File: src/design/vnsl_pkg.sv
// Package for the nearest-seed labeler: sizes, register indexes, queue item type.
// Used by vnsl_front, vnsl_back and voronoi_nearest_seed_labeler_core. No dependencies.
package vnsl_pkg;

	localparam int MAX_SEED_ENTRIES = 64;
	localparam int IMAGE_DIM        = 1024;

	// field widths
	localparam int SEED_IDX_W = 6;
	localparam int POS_W      = 16;
	localparam int PIX_W      = 10;
	localparam int FRAC_W     = 6;
	localparam int COUNT_W    = 7;
	localparam int LABEL_W    = 6;

	// table addressing and search counter
	localparam int TBL_AW = $clog2(MAX_SEED_ENTRIES);
	localparam int CNT_W  = $clog2(MAX_SEED_ENTRIES + 1);

	// distance widths
	localparam int SQ_W   = 2 * POS_W;
	localparam int DIST_W = SQ_W + 1;

	// stream widths
	localparam int S_TDATA_W = 64;
	localparam int M_TDATA_W = 8;

	// queue between front and back
	localparam int QUEUE_DEPTH = 4;
	localparam int QPTR_W      = $clog2(QUEUE_DEPTH);

	// configuration registers
	localparam int APB_AW   = 3;
	localparam logic REG_METRIC = 1'b0;
	localparam logic REG_COUNT  = 1'b1;
	localparam logic [COUNT_W-1:0] COUNT_RESET = COUNT_W'(25);

	// metric codes
	localparam logic METRIC_EUCLID    = 1'b0;
	localparam logic METRIC_MANHATTAN = 1'b1;

	// input mode codes
	localparam logic MODE_WRITE    = 1'b0;
	localparam logic MODE_CLASSIFY = 1'b1;

	typedef enum logic [1:0] {
		KIND_WRITE    = 2'd0,
		KIND_CLASSIFY = 2'd1,
		KIND_SKIP     = 2'd2
	} item_kind_t;

	typedef struct packed {
		item_kind_t              kind;
		logic [TBL_AW-1:0]       seed_addr;
		logic [POS_W-1:0]        seed_y;
		logic [POS_W-1:0]        seed_x;
		logic [PIX_W-1:0]        pixel_y;
		logic [PIX_W-1:0]        pixel_x;
	} queue_item_t;

endpackage

File: src/design/vnsl_front.sv
// Front end: accepts stream items, decodes them and buffers them in a short queue.
// Depends on vnsl_pkg.
module vnsl_front
	import vnsl_pkg::*;
(
	input  logic                 clk,
	input  logic                 arst_n,
	input  logic                 s_tvalid,
	output logic                 s_tready,
	// seed_index[5:0], seed_pos_x[21:6], seed_pos_y[37:22], pixel_x[47:38],
	// pixel_y[57:48], zero [63:58]
	input  logic [S_TDATA_W-1:0] s_tdata,
	// mode[0]
	input  logic                 s_tuser,
	output logic                 q_valid,
	output queue_item_t          q_item,
	input  logic                 q_pop
);

	logic [SEED_IDX_W-1:0] in_index;
	logic [POS_W-1:0]      in_sx;
	logic [POS_W-1:0]      in_sy;
	logic [PIX_W-1:0]      in_px;
	logic [PIX_W-1:0]      in_py;
	queue_item_t           dec_item;

	queue_item_t           q_mem_q [QUEUE_DEPTH];
	logic [QPTR_W-1:0]     wr_ptr_q;
	logic [QPTR_W-1:0]     rd_ptr_q;
	logic [QPTR_W:0]       count_q;
	logic                  push;

	assign in_index = s_tdata[SEED_IDX_W-1:0];
	assign in_sx    = s_tdata[SEED_IDX_W +: POS_W];
	assign in_sy    = s_tdata[SEED_IDX_W + POS_W +: POS_W];
	assign in_px    = s_tdata[SEED_IDX_W + 2*POS_W +: PIX_W];
	assign in_py    = s_tdata[SEED_IDX_W + 2*POS_W + PIX_W +: PIX_W];

	// Decode: drop out-of-table writes, clamp pixels to the image
	always_comb begin
		dec_item.seed_addr = in_index[TBL_AW-1:0];
		dec_item.seed_x    = in_sx;
		dec_item.seed_y    = in_sy;
		dec_item.pixel_x   = ({1'b0, in_px} >= (PIX_W+1)'(IMAGE_DIM)) ?
			PIX_W'(IMAGE_DIM - 1) : in_px;
		dec_item.pixel_y   = ({1'b0, in_py} >= (PIX_W+1)'(IMAGE_DIM)) ?
			PIX_W'(IMAGE_DIM - 1) : in_py;
		if (s_tuser == MODE_CLASSIFY) begin
			dec_item.kind = KIND_CLASSIFY;
		end else if ({1'b0, in_index} < (SEED_IDX_W+1)'(MAX_SEED_ENTRIES)) begin
			dec_item.kind = KIND_WRITE;
		end else begin
			dec_item.kind = KIND_SKIP;
		end
	end

	assign s_tready = (count_q < (QPTR_W+1)'(QUEUE_DEPTH));
	assign push     = s_tvalid && s_tready;
	assign q_valid  = (count_q != '0);
	assign q_item   = q_mem_q[rd_ptr_q];

	// Queue storage
	always_ff @(posedge clk) begin
		if (push) begin
			q_mem_q[wr_ptr_q] <= dec_item;
		end
	end

	// Advance pointers and fill count
	always_ff @(posedge clk or negedge arst_n) begin
		if (!arst_n) begin
			wr_ptr_q <= '0;
			rd_ptr_q <= '0;
			count_q  <= '0;
		end else begin
			if (push) begin
				wr_ptr_q <= wr_ptr_q + QPTR_W'(1);
			end
			if (q_pop) begin
				rd_ptr_q <= rd_ptr_q + QPTR_W'(1);
			end
			if (push && !q_pop) begin
				count_q <= count_q + (QPTR_W+1)'(1);
			end else if (!push && q_pop) begin
				count_q <= count_q - (QPTR_W+1)'(1);
			end
		end
	end

endmodule

File: src/design/vnsl_back.sv
// Back end: seed table memory, one-seed-per-cycle distance pipeline, result register.
// Depends on vnsl_pkg.
module vnsl_back
	import vnsl_pkg::*;
(
	input  logic                 clk,
	input  logic                 arst_n,
	input  logic                 metric_select,
	input  logic [COUNT_W-1:0]   seed_count,
	input  logic                 q_valid,
	input  queue_item_t          q_item,
	output logic                 q_pop,
	output logic                 m_tvalid,
	input  logic                 m_tready,
	output logic [LABEL_W-1:0]   m_label
);

	typedef enum logic [2:0] {
		ST_IDLE = 3'b001,
		ST_WALK = 3'b010,
		ST_DONE = 3'b100
	} back_state_t;

	back_state_t          state_q;
	logic [CNT_W-1:0]     cnt_q;
	logic [CNT_W-1:0]     n_q;
	logic [POS_W-1:0]     px_q;
	logic [POS_W-1:0]     py_q;
	logic                 metric_q;
	logic                 have_q;
	logic [DIST_W-1:0]    best_q;
	logic [TBL_AW-1:0]    label_q;

	logic [SQ_W-1:0]      mem [MAX_SEED_ENTRIES];

	logic                 issue;
	logic                 v_s1, v_s2, v_s3;
	logic [TBL_AW-1:0]    idx_s1, idx_s2, idx_s3;
	logic [SQ_W-1:0]      rdata_s1;
	logic [POS_W-1:0]     dx_s2, dy_s2;
	logic [SQ_W-1:0]      a_s3, b_s3;

	logic [POS_W-1:0]     sx, sy;
	logic [POS_W-1:0]     dx, dy;
	logic [DIST_W-1:0]    dist_sum;
	logic [CNT_W-1:0]     n_clip;
	logic                 start;
	logic                 out_load;
	logic                 out_valid_q;
	logic [LABEL_W-1:0]   out_label_q;

	assign q_pop    = (state_q == ST_IDLE) && q_valid;
	assign start    = q_pop && (q_item.kind == KIND_CLASSIFY);
	assign issue    = (state_q == ST_WALK) && (cnt_q < n_q);
	assign out_load = (state_q == ST_DONE) && (!out_valid_q || m_tready);
	assign n_clip   = ({1'b0, seed_count} > (COUNT_W+1)'(MAX_SEED_ENTRIES)) ?
		CNT_W'(MAX_SEED_ENTRIES) : CNT_W'(seed_count);

	// Seed table: write on a popped write item
	always_ff @(posedge clk) begin
		if (q_pop && (q_item.kind == KIND_WRITE)) begin
			mem[q_item.seed_addr] <= {q_item.seed_y, q_item.seed_x};
		end
	end

	// Stage 1: registered table read
	always_ff @(posedge clk) begin
		rdata_s1 <= mem[cnt_q[TBL_AW-1:0]];
		idx_s1   <= cnt_q[TBL_AW-1:0];
	end

	// Stage 2: absolute coordinate differences
	assign sx = rdata_s1[POS_W-1:0];
	assign sy = rdata_s1[SQ_W-1:POS_W];
	assign dx = (px_q >= sx) ? (px_q - sx) : (sx - px_q);
	assign dy = (py_q >= sy) ? (py_q - sy) : (sy - py_q);

	always_ff @(posedge clk) begin
		dx_s2  <= dx;
		dy_s2  <= dy;
		idx_s2 <= idx_s1;
	end

	// Stage 3: squares or plain differences
	always_ff @(posedge clk) begin
		if (metric_q == METRIC_EUCLID) begin
			a_s3 <= dx_s2 * dx_s2;
			b_s3 <= dy_s2 * dy_s2;
		end else begin
			a_s3 <= SQ_W'(dx_s2);
			b_s3 <= SQ_W'(dy_s2);
		end
		idx_s3 <= idx_s2;
	end

	// Stage 4: sum and strict compare against the running best
	assign dist_sum = {1'b0, a_s3} + {1'b0, b_s3};

	always_ff @(posedge clk or negedge arst_n) begin
		if (!arst_n) begin
			v_s1 <= 1'b0;
			v_s2 <= 1'b0;
			v_s3 <= 1'b0;
		end else begin
			v_s1 <= issue;
			v_s2 <= v_s1;
			v_s3 <= v_s2;
		end
	end

	// Search control
	always_ff @(posedge clk or negedge arst_n) begin
		if (!arst_n) begin
			state_q <= ST_IDLE;
			cnt_q   <= '0;
			n_q     <= '0;
			have_q  <= 1'b0;
			label_q <= '0;
		end else begin
			case (state_q)
				ST_IDLE: begin
					if (start) begin
						state_q <= ST_WALK;
						cnt_q   <= '0;
						n_q     <= n_clip;
						have_q  <= 1'b0;
						label_q <= '0;
					end
				end
				ST_WALK: begin
					if (issue) begin
						cnt_q <= cnt_q + CNT_W'(1);
					end else if (!v_s1 && !v_s2 && !v_s3) begin
						state_q <= ST_DONE;
					end
					if (v_s3 && (!have_q || (dist_sum < best_q))) begin
						have_q  <= 1'b1;
						label_q <= idx_s3;
					end
				end
				ST_DONE: begin
					if (out_load) begin
						state_q <= ST_IDLE;
					end
				end
				default: begin
					state_q <= ST_IDLE;
				end
			endcase
		end
	end

	// Best distance and pixel latches
	always_ff @(posedge clk) begin
		if (start) begin
			px_q     <= {q_item.pixel_x, FRAC_W'(0)};
			py_q     <= {q_item.pixel_y, FRAC_W'(0)};
			metric_q <= metric_select;
		end
		if ((state_q == ST_WALK) && v_s3 && (!have_q || (dist_sum < best_q))) begin
			best_q <= dist_sum;
		end
	end

	// Result register: hold until taken
	always_ff @(posedge clk or negedge arst_n) begin
		if (!arst_n) begin
			out_valid_q <= 1'b0;
		end else if (out_load) begin
			out_valid_q <= 1'b1;
		end else if (m_tready) begin
			out_valid_q <= 1'b0;
		end
	end

	always_ff @(posedge clk) begin
		if (out_load) begin
			out_label_q <= LABEL_W'(label_q);
		end
	end

	assign m_tvalid = out_valid_q;
	assign m_label  = out_label_q;

endmodule

File: src/design/voronoi_nearest_seed_labeler_core.sv
// Top level of the nearest-seed labeler: configuration registers, front and back.
// Depends on vnsl_pkg, vnsl_front and vnsl_back.
//
//   port group   direction  payload                         handshake
//   s_*          in         tdata: seed/pixel, tuser: mode  tvalid & tready
//   m_*          out        tdata: nearest_label            tvalid & tready
//   APB          in         metric_select @0, seed_count @4 psel & penable & pwrite
//
// A classify searches min(seed_count, 64) seeds: the back end reads one table entry per cycle
// from its single read port into one shared distance-and-compare pipeline of four stages.
// The front queue holds four items, so input keeps flowing while a pixel is searched
// until the queue is full; the result register holds a label until it is taken.
// Reset clears control and the registers (metric 0, count 25); the seed table is not cleared.
module voronoi_nearest_seed_labeler_core
	import vnsl_pkg::*;
(
	input  logic                 clk,
	input  logic                 arst_n,
	input  logic                 s_tvalid,
	output logic                 s_tready,
	// seed_index[5:0], seed_pos_x[21:6], seed_pos_y[37:22], pixel_x[47:38],
	// pixel_y[57:48], zero [63:58]
	input  logic [S_TDATA_W-1:0] s_tdata,
	// mode[0]
	input  logic                 s_tuser,
	output logic                 m_tvalid,
	input  logic                 m_tready,
	// nearest_label[5:0], zero [7:6]
	output logic [M_TDATA_W-1:0] m_tdata,
	input  logic                 psel,
	input  logic                 penable,
	input  logic                 pwrite,
	input  logic [APB_AW-1:0]    paddr,
	input  logic [31:0]          pwdata,
	output logic [31:0]          prdata,
	output logic                 pready
);

	logic                metric_q;
	logic [COUNT_W-1:0]  seed_count_q;
	logic                cfg_wr;
	logic                q_valid;
	logic                q_pop;
	queue_item_t         q_item;
	logic [LABEL_W-1:0]  label;

	assign pready = 1'b1;
	assign cfg_wr = psel && penable && pwrite;

	// Configuration registers
	always_ff @(posedge clk or negedge arst_n) begin
		if (!arst_n) begin
			metric_q     <= METRIC_EUCLID;
			seed_count_q <= COUNT_RESET;
		end else if (cfg_wr) begin
			case (paddr[2])
				REG_METRIC: metric_q     <= pwdata[0];
				REG_COUNT:  seed_count_q <= pwdata[COUNT_W-1:0];
				default:    metric_q     <= metric_q;
			endcase
		end
	end

	// Register readback
	always_comb begin
		case (paddr[2])
			REG_METRIC: prdata = {31'b0, metric_q};
			REG_COUNT:  prdata = {(32 - COUNT_W)'(0), seed_count_q};
			default:    prdata = '0;
		endcase
	end

	vnsl_front u_front (
		.clk      (clk),
		.arst_n   (arst_n),
		.s_tvalid (s_tvalid),
		.s_tready (s_tready),
		.s_tdata  (s_tdata),
		.s_tuser  (s_tuser),
		.q_valid  (q_valid),
		.q_item   (q_item),
		.q_pop    (q_pop)
	);

	vnsl_back u_back (
		.clk           (clk),
		.arst_n        (arst_n),
		.metric_select (metric_q),
		.seed_count    (seed_count_q),
		.q_valid       (q_valid),
		.q_item        (q_item),
		.q_pop         (q_pop),
		.m_tvalid      (m_tvalid),
		.m_tready      (m_tready),
		.m_label       (label)
	);

	assign m_tdata = {(M_TDATA_W - LABEL_W)'(0), label};

endmodule

File: config.mk
export PLATFORM = sky130hd
export DESIGN_NAME = voronoi_nearest_seed_labeler_core
export DESIGN_NICKNAME = d
export VERILOG_FILES = /design/src/design/vnsl_pkg.sv /design/src/design/vnsl_front.sv /design/src/design/vnsl_back.sv /design/src/design/voronoi_nearest_seed_labeler_core.sv
export SDC_FILE = /design/constraint.sdc
export NUM_CORES = 2
export LEC_CHECK = 0
export ABC_AREA = 1
export BUFFER_PORTS_ARGS = -buffer_cell sky130_fd_sc_hd__buf_2
export CELL_PAD_IN_SITES_DETAIL_PLACEMENT = 0
export CELL_PAD_IN_SITES_GLOBAL_PLACEMENT = 2
export CORE_AREA = 2 2 460 645
export CTS_CLUSTER_DIAMETER = 200
export DETAILED_ROUTE_END_ITERATION = 7
export DIE_AREA = 0 0 462 647
export PLACE_DENSITY = 0.87
export SYNTH_ARGS = -nofsm -noshare
export SYNTH_HDL_FRONTEND = slang
export SYNTH_HIERARCHICAL = 1
export SYNTH_SLANG_ARGS = --single-unit
File: constraint.sdc
create_clock -name clk -period 5 [get_ports clk]
set_input_delay 0.75 -clock clk [delete_from_list [all_inputs] [get_ports clk]]
set_output_delay 0.75 -clock clk [all_outputs]
set_load 0.005 [all_outputs]
==> impl.org <==
** Layout
- Area delta synth->final :: 16.5%
- Number of fill cells :: 26,100
- Highest-count cells in the layout ignoring fill and taps :: 2,344 x edfxtp_1, 1,276 x nor2_1, 1,082 x o21ai_0
- Multi-input combinational cell area :: 38,800 um2
- The count of cells in the finished layout, fillers not included, comes to 14,600.
- Number of nets in the layout :: 11,200
- Most frequent standard cell in the layout excluding fill and tap cells :: edfxtp_1
- Summing all flip-flop and latch instances after layout gives 74,500 um2.
- Fraction of final layout cells sized beyond drive strength 1 :: 0.155
- The finished cells cover 136,000 um2.

** Yosys
- Synthesis warning total :: 6
- The synthesized design contains 2,344 enable-type register cells.
- The most used flip-flop cell after synthesis is edfxtp_1.
- Synthesis produced 10,000 cells.
- Part of the Yosys area used for sequential elements :: 0.637
- Averaged over all synthesized cells, the footprint is 11.7 um2.
- Post-synth ARST share :: 0.0170
- Post-synth design cell area :: 117,000 um2
- Number of synthesized register bits :: 2,533
- Yosys mapped the design onto 54 distinct sky130hd cell types.

** Routing
- For this run, design rule violations remaining after detail routing come to 0.
- Number of DRC markers after the initial detailed-route iteration :: 7,006
- The detailed router placed 79,600 vias in this run.
- Detailed Route WL :: 346,000 um
- Vias/cell :: 5.46
- The detail route stage leaves a number of antenna-violating nets equal to 0.
- The first TritonRoute pass finished after 6 iterations.
- Dividing the detail-routed wire length by the instance count gives 23.8 um.

** Outcome
- Violations in the final reports :: negative setup slack
- Result of the run :: complete, but fails checks

** Place
- At the placement stage, the worst setup path has a slack of -544 ps.
- During placement, the flow inserted port buffers numbering 88.
- The congestion estimate from routability-driven global placement came to 0.854.
- The placed instances occupy a cell area of 125,000 um2.
- Instance count after placement with tap cells included :: 14,000
- HPWL reported at the end of detailed placement :: 213,000 um

** Clock network
- Count of clock tree sinks :: 2,533
- In this run the number of H-tree levels came out at 4.
- Library cell used as clock root buffer :: clkbuf_16
- CTS tree :: built
- Insertion delay of the later-clocked pin in the worst-skew pair :: 920 ps
- The number of clock buffers added by TritonCTS is 245.
- Worst-path clk slew :: 60 ps
- In this run the deepest clock path goes through 4 buffers.

** Setup path
- Setup slack, reg-to-reg :: -210 ps
- R2r worst-path depth :: 22
- Source of the critical timing path :: u_back/dy_s2[9]$_DFF_P_
- Critical path endpoint category :: flip-flop
- Along the worst path, the maximum fanout reaches 6.
- For the worst setup path, the data arrival time is 6010 ps.
- Class of the most critical setup path :: reg -> reg
- In this run the critical register-to-register path is captured at u_back/b_s3[24]$_SDFF_PP0_.
- Required @ worst endpoint :: 5800 ps
- Startpoint of the worst-slack reg-to-reg timing path :: u_back/dy_s2[9]$_DFF_P_
- STA classifies the critical path startpoint as a flip-flop.

** Global routing
- Maximum number of pins on one net before global-route repair :: 199
- The initial antenna violation count came to 17.
- Via count of the first global-routing pass :: 80,000
- Across every metal layer, demand over resource in global routing totals 0.227.
- Grt ovf :: 0
- The first global-routing pass estimated 504,000 um of wire.

** Timing
- Achievable clock frequency :: 0.192 GHz
- The worst path in the final design needs a cycle of 5210 ps, including I/O delays and setup.
- Number of max-slew violations in the final report :: 0
- Final worst slack :: -208 ps
- On the final layout, the worst clock skew is 98.9 ps.
- Endpoints failing hold :: 0
- Headroom to the max-slew limit came out at 0.163.
- Unrepaired setup endpoints after global routing :: yes
- In the finished design, the share of the clock period the worst path needs comes to 1.04.
- Worst Tran Pin Value :: 1260 ps
- In the final timing run, aggregate negative setup slack is -3990 ps.
- Setup Viol. Count Final :: 38

** Floorplanning
- Initial cell density of the core :: 0.397
- Die extent in y :: 647 um
- Core Footprint :: 294,000 um2
- The die covers 299,000 um2.
- Row generation in the floorplan step produced 236 rows.
- Measured along the x axis, the die boundary spans 462 um.
- IO Pins :: 150

** Hold path
- Worst min-delay path category :: in -> async

** Job
- Number of maximum-capacitance violations :: 0
==> per-layer routing <==
| metal | vias up | share of wire | GRT usage |
|---|---|---|---|
| met5 | - | 0.000038 | 0 |
| met3 | 771 | 0.059 | 0.0252 |
| met1 | 40000 | 0.36 | 0.259 |
| met2 | 2883 | 0.51 | 0.404 |
| li1 | 35900 | - | - |
| met4 | 2 | 0.070 | 0.141 |
==> how the worst max path moves through the flow <==
| stage | endpoint | slack [ps] | cells past startpoint |
|---|---|---|---|
| 4_1_cts | u_back/a_s3[22]$_SDFF_PP0_ | -220 | 25 |
| 5_1_grt | u_back/a_s3[22]$_SDFF_PP0_ | -400 | 26 |
| 3_5_place_dp | u_back/b_s3[30]$_SDFF_PP0_ | -540 | 21 |
| 2_1_floorplan | u_back/a_s3[22]$_SDFF_PP0_ | -40 | 27 |
| 6_report | u_back/b_s3[24]$_SDFF_PP0_ | -210 | 22 |
| 3_3_place_gp | u_back/a_s3[31]$_SDFF_PP0_ | -490 | 20 |
==> sequential cells by signal, summed over array words and instances (netlist names), 7 cells and up <==
register	flops
u_back/dx_s2	16
u_back/cnt_q	7
u_front/q_mem_q	236
u_back/px_q	10
u_back/py_q	10
u_back/best_q	33
u_back/b_s3	32
seed_count_q	7
u_back/n_q	7
u_back/dy_s2	16
u_back/a_s3	32
u_back/mem	2048
u_back/rdata_s1	32
==> logic make-up (layout without fill, tap and decap cells) <==
group           count (synthesis)  after routing  synth area share
simple gates                 3029           3029             0.104
flops                        2533           2533             0.637
compound gates               2158           2158             0.107
buf+inv                      1551           2141            0.0547
fa+ha+maj                     646            646            0.0903
xor+xnor                      101            101           0.00758
other cells                     3             39         0.0000964
==> what timing repair did <==
action | 4_1_cts | 5_1_grt
hold endpoints to repair | 21 | 0
hold buffers | 6 | 0
resized for setup | 298 | 288
endpoints found under the setup margin | 47 | 47
pin swaps | 112 | 147
gates cloned | 2 | 1
setup buffers | 44 | 27
==> critical path: stages, from the launching register on <==
cell	delay, ps
dfxtp_4	400
buf_12	150
buf_12	110
nand2_4	40
fa_2	550
inv_2	50
fa_1	550
fa_1	430
fa_1	470
fa_1	510
inv_2	40
fa_1	490
inv_2	50
ha_4	270
buf_6	120
nand2_8	60
nor2_4	110
inv_4	70
nor3_4	200
nand4_1	120
nand3_1	120
o21ai_1	70
a21oi_1	150
==> stage by stage <==
| step | util | hold slack (ps) |
|---|---|---|
| 2_1_floorplan | - | 310 |
| 3_3_place_gp | 0.427 | 315 |
| 3_5_place_dp | 0.427 | 312 |
| 4_1_cts | 0.459 | 2.56 |
| 5_1_grt | 0.463 | 29.9 |
| 6_report | 0.463 | 49.5 |
==> cell type report <==
| cell class | instances | share of cell area |
|---|---|---|
| well taps | 3927 | 0.0361 |
| inverters | 963 | 0.0270 |
| clock buffers | 289 | 0.0471 |
| diodes | 10 | 0.000184 |
| repair buffers | 733 | 0.0461 |
| flip-flops and latches | 2533 | 0.547 |
| clock inverters | 156 | 0.0111 |
| multi-input cells | 5963 | 0.285 |
==> synthesized netlist by cell type, types with 4 or more instances <==
cell type  instances  area [um2]
clkbuf_2           4        20.0
nor2_1          1394        5230
o21a_1             9        67.6
buf_2            151         756
dfrtp_1           39         976
nand3_1          362        1810
ha_1             318        3980
nand2_1         1161        4360
a31oi_1            8        50.1
o221ai_1         131        1150
nand4_1           57         357
clkbuf_1         326        1220
o21ai_1           61         305
dfstp_2            4         105
buf_6              9         101
o21bai_1          13        97.6
a21oi_1          237        1190
o22ai_1          281        1760
fa_1             328        6570
and2_1             4        25.0
o211ai_1         248        1860
xor2_1            66         578
clkinv_1           5        18.8
a21boi_0           7        52.6
dfxtp_1          146        2920
a21o_1            19         143
nor3_1            24         120
edfxtp_1        2344       70400
xnor2_1           35         307
inv_2              6        22.5
buf_4             80         601
buf_1             18        67.6
o21ai_0         1128        5650
inv_1            951        3570
or2_2             16         100
o31ai_1            4        30.0
Power is left out: the tool's default activity adds up to more than one toggle a clock period on the data nets, which glitch-free logic cannot reach.
